==> src/rtl/fwprl_pkg.sv <==
`default_nettype none

package fwprl_pkg;

   // Number of special slots that take part in matching, and the number stored.
   localparam int SpecialSlots = 3;
   localparam int SlotMax      = 3;

   localparam int TypeWidth     = 16;
   localparam int TimeWidth     = 32;
   localparam int CountWidth    = 32;
   localparam int CsrIndexWidth = 8;
   localparam int CsrDataWidth  = 32;

   // Register map of the configuration port.
   localparam logic [CsrIndexWidth-1:0] RegGlobalLimit = 8'd0;
   localparam logic [CsrIndexWidth-1:0] RegSlotEnable  = 8'd1;
   localparam logic [CsrIndexWidth-1:0] RegSlotType0   = 8'd2;
   localparam logic [CsrIndexWidth-1:0] RegSlotType1   = 8'd3;
   localparam logic [CsrIndexWidth-1:0] RegSlotType2   = 8'd4;
   localparam logic [CsrIndexWidth-1:0] RegSlotLimit0  = 8'd5;
   localparam logic [CsrIndexWidth-1:0] RegSlotLimit1  = 8'd6;
   localparam logic [CsrIndexWidth-1:0] RegSlotLimit2  = 8'd7;

   typedef struct packed {
      logic [CountWidth-1:0]                 global_limit;
      logic [SlotMax-1:0]                    slot_enable;
      logic [SlotMax-1:0][TypeWidth-1:0]     slot_type;
      logic [SlotMax-1:0][CountWidth-1:0]    slot_limit;
   } cfg_type;

   typedef struct packed {
      logic               global_count;
      logic [SlotMax-1:0] slot_count;
   } clr_type;

   function automatic logic [CountWidth-1:0] sat_inc(input logic [CountWidth-1:0] value);
      return (value == {CountWidth{1'b1}}) ? value : value + CountWidth'(1);
   endfunction

endpackage

`default_nettype wire

==> src/rtl/fwprl_if.sv <==
`default_nettype none

interface fwprl_req_if;
   import fwprl_pkg::*;
   logic                 valid;
   logic                 ready;
   logic [TypeWidth-1:0] packet_type;
   logic [TimeWidth-1:0] current_time;

   modport source (output valid, output packet_type, output current_time, input ready);
   modport sink   (input valid, input packet_type, input current_time, output ready);
endinterface

interface fwprl_rsp_if;
   logic valid;
   logic ready;
   logic drop;

   modport source (output valid, output drop, input ready);
   modport sink   (input valid, input drop, output ready);
endinterface

interface fwprl_csr_if;
   import fwprl_pkg::*;
   logic                     valid;
   logic                     ready;
   logic [CsrIndexWidth-1:0] index;
   logic [CsrDataWidth-1:0]  data;

   modport source (output valid, output index, output data, input ready);
   modport sink   (input valid, input index, input data, output ready);
endinterface

`default_nettype wire

==> src/rtl/fwprl_csr.sv <==
`default_nettype none

module fwprl_csr (
   input  wire logic          clock,
   input  wire logic          reset,
   fwprl_csr_if.sink          csr_bus,
   output fwprl_pkg::cfg_type cfg,
   output fwprl_pkg::clr_type clr
);
   import fwprl_pkg::*;

   cfg_type cfg_ff;
   cfg_type cfg_in;
   logic    write;

   assign csr_bus.ready = 1'b1;
   assign write         = csr_bus.valid;
   assign cfg           = cfg_ff;

   always_comb begin
      cfg_in = cfg_ff;
      clr    = '0;
      if (write) begin
         unique case (csr_bus.index)
            RegGlobalLimit: begin
               cfg_in.global_limit = csr_bus.data;
               clr.global_count    = 1'b1;
            end
            RegSlotEnable: begin
               cfg_in.slot_enable = csr_bus.data[SlotMax-1:0];
               // Only slots that switch on start from a clean count.
               clr.slot_count     = csr_bus.data[SlotMax-1:0] & ~cfg_ff.slot_enable;
            end
            RegSlotType0: begin
               cfg_in.slot_type[0] = csr_bus.data[TypeWidth-1:0];
               clr.slot_count[0]   = 1'b1;
            end
            RegSlotType1: begin
               cfg_in.slot_type[1] = csr_bus.data[TypeWidth-1:0];
               clr.slot_count[1]   = 1'b1;
            end
            RegSlotType2: begin
               cfg_in.slot_type[2] = csr_bus.data[TypeWidth-1:0];
               clr.slot_count[2]   = 1'b1;
            end
            RegSlotLimit0: begin
               cfg_in.slot_limit[0] = csr_bus.data;
               clr.slot_count[0]    = 1'b1;
            end
            RegSlotLimit1: begin
               cfg_in.slot_limit[1] = csr_bus.data;
               clr.slot_count[1]    = 1'b1;
            end
            RegSlotLimit2: begin
               cfg_in.slot_limit[2] = csr_bus.data;
               clr.slot_count[2]    = 1'b1;
            end
            default: begin
            end
         endcase
      end
   end

   always_ff @(posedge clock) begin
      if (reset) begin
         cfg_ff <= '0;
      end else begin
         cfg_ff <= cfg_in;
      end
   end

endmodule

`default_nettype wire

==> src/rtl/fwprl_core.sv <==
`default_nettype none

module fwprl_core (
   input  wire logic          clock,
   input  wire logic          reset,
   input  fwprl_pkg::cfg_type cfg,
   input  fwprl_pkg::clr_type clr,
   fwprl_req_if.sink          req_bus,
   fwprl_rsp_if.source        rsp_bus
);
   import fwprl_pkg::*;

   logic [TimeWidth-1:0]               window_time_ff;
   logic [TimeWidth-1:0]               window_time_in;
   logic [CountWidth-1:0]              global_count_ff;
   logic [CountWidth-1:0]              global_count_in;
   logic [SlotMax-1:0][CountWidth-1:0] slot_count_ff;
   logic [SlotMax-1:0][CountWidth-1:0] slot_count_in;
   logic                               rsp_valid_ff;
   logic                               rsp_valid_in;
   logic                               drop_ff;
   logic                               drop_in;

   logic                               accept;
   logic                               new_window;
   logic [CountWidth-1:0]              global_next;
   logic                               global_drop;
   logic [SlotMax-1:0]                 slot_hit;
   logic [SlotMax-1:0]                 slot_sel;
   logic [SlotMax-1:0][CountWidth-1:0] slot_next;
   logic [SlotMax-1:0]                 slot_drop;
   logic                               found;

   // The result register frees up whenever its content is taken.
   assign req_bus.ready = !rsp_valid_ff || rsp_bus.ready;
   assign accept        = req_bus.valid && req_bus.ready;
   assign rsp_bus.valid = rsp_valid_ff;
   assign rsp_bus.drop  = drop_ff;

   assign new_window  = req_bus.current_time != window_time_ff;
   assign global_next = sat_inc(new_window ? '0 : global_count_ff);
   assign global_drop = global_next > cfg.global_limit;

   always_comb begin
      found    = 1'b0;
      slot_sel = '0;
      for (int k = 0; k < SlotMax; k++) begin
         slot_hit[k]  = (k < SpecialSlots) && cfg.slot_enable[k]
                        && (cfg.slot_type[k] == req_bus.packet_type);
         slot_next[k] = sat_inc(new_window ? '0 : slot_count_ff[k]);
         slot_drop[k] = slot_next[k] > cfg.slot_limit[k];
         if (slot_hit[k] && !found) begin
            slot_sel[k] = 1'b1;
            found       = 1'b1;
         end
      end
   end

   always_comb begin
      window_time_in  = window_time_ff;
      global_count_in = global_count_ff;
      slot_count_in   = slot_count_ff;
      drop_in         = drop_ff;
      rsp_valid_in    = rsp_valid_ff && !rsp_bus.ready;
      if (accept) begin
         window_time_in  = req_bus.current_time;
         global_count_in = global_next;
         drop_in         = global_drop || (|(slot_sel & slot_drop));
         rsp_valid_in    = 1'b1;
         for (int k = 0; k < SlotMax; k++) begin
            if (slot_sel[k] && !global_drop) begin
               slot_count_in[k] = slot_next[k];
            end else if (new_window) begin
               slot_count_in[k] = '0;
            end
         end
      end
      if (clr.global_count) begin
         global_count_in = '0;
      end
      for (int k = 0; k < SlotMax; k++) begin
         if (clr.slot_count[k]) begin
            slot_count_in[k] = '0;
         end
      end
   end

   always_ff @(posedge clock) begin
      if (reset) begin
         window_time_ff  <= '0;
         global_count_ff <= '0;
         slot_count_ff   <= '0;
         rsp_valid_ff    <= 1'b0;
      end else begin
         window_time_ff  <= window_time_in;
         global_count_ff <= global_count_in;
         slot_count_ff   <= slot_count_in;
         rsp_valid_ff    <= rsp_valid_in;
      end
   end

   always_ff @(posedge clock) begin
      drop_ff <= drop_in;
   end

endmodule

`default_nettype wire

==> src/rtl/fixed_window_packet_rate_limiter.sv <==
// Fixed-window packet policer.
// The request channel carries one transaction per packet: its type and the current
// time. The response channel returns one transaction per request, carrying drop = 1
// when the packet is over the global limit or over the limit of the first enabled
// special slot whose type matches. A change of time opens a new window and clears
// every counter before the packet is counted; counters saturate at all ones.
// The response is valid in the cycle after the request is accepted. Throughput
// is one transaction per cycle while responses are taken, set by the single pass
// of compare, increment and match between the counters and the response register.
// When the receiver stalls, the response register holds its transaction and one
// further request is still taken in the cycle it is read out; otherwise req ready
// drops until the response is taken.
// The configuration port is always ready and writes take effect in the following
// cycle. Writes to a limit, type or enable register clear the counters they affect;
// writes to an index beyond the register map are ignored.
// Synchronous reset clears the configuration registers, counters, the window time
// and the response valid flag; the drop flag is not reset.
`default_nettype none

module fixed_window_packet_rate_limiter (
   input  wire logic   clock,
   input  wire logic   reset,
   fwprl_req_if.sink   req_bus,
   fwprl_rsp_if.source rsp_bus,
   fwprl_csr_if.sink   csr_bus
);
   import fwprl_pkg::*;

   // Configuration registers and the counter clears that writes cause.
   cfg_type cfg;
   clr_type clr;

   fwprl_csr u_csr (
      .clock   (clock),
      .reset   (reset),
      .csr_bus (csr_bus),
      .cfg     (cfg),
      .clr     (clr)
   );

   // Window tracking, counters and the response register.
   fwprl_core u_core (
      .clock   (clock),
      .reset   (reset),
      .cfg     (cfg),
      .clr     (clr),
      .req_bus (req_bus),
      .rsp_bus (rsp_bus)
   );

endmodule

`default_nettype wire

==> src/flat_wrapper.sv <==
// flat-port wrapper written by rule: the top's interface ports become plain ports
module fixed_window_packet_rate_limiter_flat import fwprl_pkg::*;
  (clock, reset, req_bus_valid, req_bus_packet_type, req_bus_current_time, req_bus_ready, rsp_bus_valid, rsp_bus_drop, rsp_bus_ready, csr_bus_valid, csr_bus_index, csr_bus_data, csr_bus_ready);
  fwprl_req_if req_bus_i ();
  fwprl_rsp_if rsp_bus_i ();
  fwprl_csr_if csr_bus_i ();
  input  wire logic clock;
  input  wire logic reset;
  input wire logic [$bits(req_bus_i.valid)-1:0] req_bus_valid;
  input wire logic [$bits(req_bus_i.packet_type)-1:0] req_bus_packet_type;
  input wire logic [$bits(req_bus_i.current_time)-1:0] req_bus_current_time;
  output wire logic [$bits(req_bus_i.ready)-1:0] req_bus_ready;
  output wire logic [$bits(rsp_bus_i.valid)-1:0] rsp_bus_valid;
  output wire logic [$bits(rsp_bus_i.drop)-1:0] rsp_bus_drop;
  input wire logic [$bits(rsp_bus_i.ready)-1:0] rsp_bus_ready;
  input wire logic [$bits(csr_bus_i.valid)-1:0] csr_bus_valid;
  input wire logic [$bits(csr_bus_i.index)-1:0] csr_bus_index;
  input wire logic [$bits(csr_bus_i.data)-1:0] csr_bus_data;
  output wire logic [$bits(csr_bus_i.ready)-1:0] csr_bus_ready;
  assign req_bus_i.valid = req_bus_valid;
  assign req_bus_i.packet_type = req_bus_packet_type;
  assign req_bus_i.current_time = req_bus_current_time;
  assign req_bus_ready = req_bus_i.ready;
  assign rsp_bus_valid = rsp_bus_i.valid;
  assign rsp_bus_drop = rsp_bus_i.drop;
  assign rsp_bus_i.ready = rsp_bus_ready;
  assign csr_bus_i.valid = csr_bus_valid;
  assign csr_bus_i.index = csr_bus_index;
  assign csr_bus_i.data = csr_bus_data;
  assign csr_bus_ready = csr_bus_i.ready;
  fixed_window_packet_rate_limiter u_core (.clock(clock), .reset(reset), .req_bus(req_bus_i), .rsp_bus(rsp_bus_i), .csr_bus(csr_bus_i));
endmodule
==> config.mk <==
export PLATFORM = sky130hd
export DESIGN_NAME = fixed_window_packet_rate_limiter_flat
export DESIGN_NICKNAME = d
export VERILOG_FILES = /design/src/rtl/fwprl_pkg.sv /design/src/rtl/fwprl_if.sv /design/src/rtl/fwprl_csr.sv /design/src/rtl/fwprl_core.sv /design/src/rtl/fixed_window_packet_rate_limiter.sv /design/src/flat_wrapper.sv
export SDC_FILE = /design/constraint.sdc
export NUM_CORES = 1
export LEC_CHECK = 0
export BUFFER_PORTS_ARGS = -buffer_cell sky130_fd_sc_hd__buf_4
export CAP_MARGIN = 20
export CORE_AREA = 10 10 220 305
export CTS_BUF_LIST = sky130_fd_sc_hd__clkbuf_4 sky130_fd_sc_hd__clkbuf_8
export CTS_CLUSTER_DIAMETER = 100
export DETAILED_ROUTE_END_ITERATION = 8
export DIE_AREA = 0 0 230 315
export SYNTH_ARGS = -nofsm -noshare
export SYNTH_HDL_FRONTEND = slang
export SYNTH_SLANG_ARGS = --single-unit
==> constraint.sdc <==
create_clock -name clock -period 9.1 [get_ports clock]
set_clock_uncertainty 0.2 [all_clocks]
set_input_delay 1.82 -clock clock [delete_from_list [all_inputs] [get_ports clock]]
set_output_delay 1.82 -clock clock [all_outputs]
set_load 0.02 [all_outputs]
==> impl_metrics.ini <==
[cts]
clock-sinks = 341
root_buffer = clkbuf_8
cts_inserted_buffers = 56
path_clk_slew_ns = 0.07
cts_tree = yes
clockBufferDepth = 3
htreeDepth = 2
cts_resized = 0
hold_buffers = 0
insertion_delay_ns = 0.66
postCtsSetupRepairBufs = 0

[critical_path]
startpoint_type = input port
r2r-start = u_core.u_core.window_time_ff[4]$_SDFFE_PP0P_
r2r_end = u_core.u_core.rsp_bus.drop$_DFFE_PP_
worstPathArrival_ns = 7.43
cp_max_fo = 15
ff2ff_path_depth = 23
endpoint_kind = flop
worstSetupPathType = input port to flop
r2r_slack_ns = 2.78
critPathRequiredTime_ns = 9.30

[synthesis]
ys_seq_area_share_pct = 32.1
syn_inst = 2809
mappedNetlistArea_mm2 = 0.0213
netlist-cell-type-count = 79
synth-edff-count = 1
syn_area_per_cell_um2 = 7.57
synth_nets = 3034
ys_seq_elements = 341
async_flop_share_pct = 0
yosysWarnings = 0
yosys_most_used_dff = dfxtp_1

[sta]
worst_pin_slew_ns = 1.17
max_freq_mhz = 138
rsz0062_at_grt = no
setup_slack_ns = 1.88
fin_crit_sh_pct = 79.4
setup_tns_ns = 0
min_period_ns = 7.22
max_slew_margin_pct = 21.2
setup_viol = 0
drv_slew = 0
hold_viol_final = 0

[floorplan]
pin_count = 97
fp.dieArea_mm2 = 0.0725
fp.dieW_um = 230
start_util_pct = 34.5
rows = 108
die_height_um = 315
core-area_mm2 = 0.0616

[drt]
drtIter0Drc = 1354
drtPass1Iterations = 7
routed_via_density = 5.42
route.detailed.drc = 0
drtAntennaViolNets = 0
wirelength_um = 69100
drt-wirelength-per-cell_um = 18.7
via_count = 20061

[pwr]
leakage_nw = 8.28
vdd_drop_max_mv = 0.121
power_density_mw_per_mm2 = 134

[finish]
nFillCells = 6610
layout_common_cells = nand2_1, dfxtp_1, a21oi_1
fin_cells = 3701
fin_util_pct = 38.8
fin_nets = 3058
drive_gt1_share_pct = 9.71
area_delta_synth_final_pct = 12.5
final_common_cell = nand2_1

[global_routing]
grt_overflow = 0
grt_pass1_vias = 19421
grt_pass1_wl_um = 108000
antenna_found_initial = 2
grt_max_degree = 92
track_usage_pct = 18.4

[flow_run]
drv_cap = 0

[placement]
preCtsSetupSlack_ns = 1.25
gp_congestion = 0.915
dp_hpwl_um = 50300
portBuffers = 95
place_inst = 3599

[outcome]
outcome = complete, no violations

[min_path]
min_path_type = flop to flop
hold_end = u_core.u_csr.cfg[151]$_SDFFE_PP0P_
hp-start = u_core.u_csr.cfg[151]$_SDFFE_PP0P_
hold_depth = 2
[sequential cells by signal, indices dropped and copies added, names as in the netlist]
name	flops
u_core.u_core.global_count_ff	32
u_core.u_core.rsp_bus.drop	1
u_core.u_core.rsp_bus.valid	1
u_core.u_core.slot_count_ff	96
u_core.u_core.window_time_ff	32
u_core.u_csr.cfg	179
[worst max path at each step]
stage                        startpoint                                      endpoint  slack, ns  cells after the start
2_1_floorplan  req_bus_current_time[27]          u_core.u_core.rsp_bus.drop$_DFFE_PP_       1.49                     23
3_3_place_gp    req_bus_current_time[9]  u_core.u_core.slot_count_ff[56]$_SDFFE_PP0P_       1.35                     21
3_5_place_dp    req_bus_current_time[1]  u_core.u_core.slot_count_ff[58]$_SDFFE_PP0P_       1.25                     21
4_1_cts         req_bus_current_time[9]          u_core.u_core.rsp_bus.drop$_DFFE_PP_       1.92                     24
5_1_grt        req_bus_current_time[27]  u_core.u_core.slot_count_ff[33]$_SDFFE_PP0P_       1.38                     21
6_report       req_bus_current_time[14]          u_core.u_core.rsp_bus.drop$_DFFE_PP_       1.88                     24
[worst max-delay path: stages]
cell,delay [ns]
buf_4,0.12
xnor2_1,0.16
nand4_1,0.17
nor4_4,0.46
buf_4,0.35
and2_4,0.36
nand2_1,0.11
inv_1,0.11
ha_1,0.28
nand2_1,0.16
nor4_1,0.48
nand2b_1,0.21
nor3_2,0.09
nand3_1,0.22
nor2_1,0.09
xnor2_1,0.13
ha_1,0.29
nand4_1,0.09
or2_2,0.31
or3_1,0.45
or3_1,0.41
nor3_1,0.19
nor2_1,0.07
a211o_1,0.28
[cell type report]
cell class	instances	area, um2	share of cell area [%]
Multi-Input combinational cell	2167	13300	55.7
Sequential cell	341	6840	28.6
Clock buffer	85	1060	4.44
Tap cell	825	1030	4.31
Timing Repair Buffer	131	993	4.15
Inverter	136	510	2.13
Clock inverter	14	160	0.669
Antenna cell	2	5.00	0.0209
[where the power goes]
part | internal, W | switching [W] | total, W
Sequential | 0.00150 | 0.00000782 | 0.00151
Clock | 0.000831 | 0.000677 | 0.00151
Combinational | 0.0000626 | 0.000126 | 0.000188
Total | 0.00240 | 0.000811 | 0.00321
[synthesized netlist by cell type (53+ instances only)]
master | instances | share of area, %
xnor2_1 | 96 | 4.0
dfxtp_1 | 340 | 32
nand3_1 | 86 | 2.0
ha_1 | 132 | 7.8
o21ai_0 | 83 | 2.0
mux2i_1 | 53 | 2.5
clkbuf_1 | 137 | 2.4
nand2_1 | 521 | 9.2
nand4_1 | 88 | 2.6
a21oi_1 | 300 | 7.1
nor2_1 | 193 | 3.4
a31oi_1 | 57 | 1.7
xor2_1 | 88 | 3.6
inv_1 | 135 | 2.4
[metrics by stage]
stage / cell area (um2) / total power [W] / hold WS [ns]
floorplan: 21300 / 0.00163 / 0.232
detailed placement: 22700 / 0.00173 / 0.244
CTS: 23900 / 0.00325 / 0.253
global route: 23900 / 0.00331 / 0.271
finish: 23900 / 0.00321 / 0.252
global placement: 22700 / 0.00173 / 0.242
[metal layers]
| metal | vias to the layer above | share of wire [%] | track usage [%] |
|---|---|---|---|
| met1 | 9521 | 42 | 21.4 |
| met5 | - | 0 | 0 |
| li1 | 9914 | - | - |
| met4 | 0 | 4.1 | 8.18 |
| met3 | 132 | 4.2 | 2.43 |
| met2 | 494 | 50 | 32.9 |
[cells by family after synthesis]
group / Yosys count / synth area share [%]
and+or+nand+nor: 1193 / 27.5
AOI/OAI and AO/OA: 599 / 16.8
DFF: 341 / 32.1
buffers and inverters: 301 / 5.45
xor gates and xnor gates: 184 / 7.58
adders and majority gates: 132 / 7.77
muxes: 58 / 2.76
other: 1 / 0.0176
Note: power is estimated with default switching activity, not from simulation.
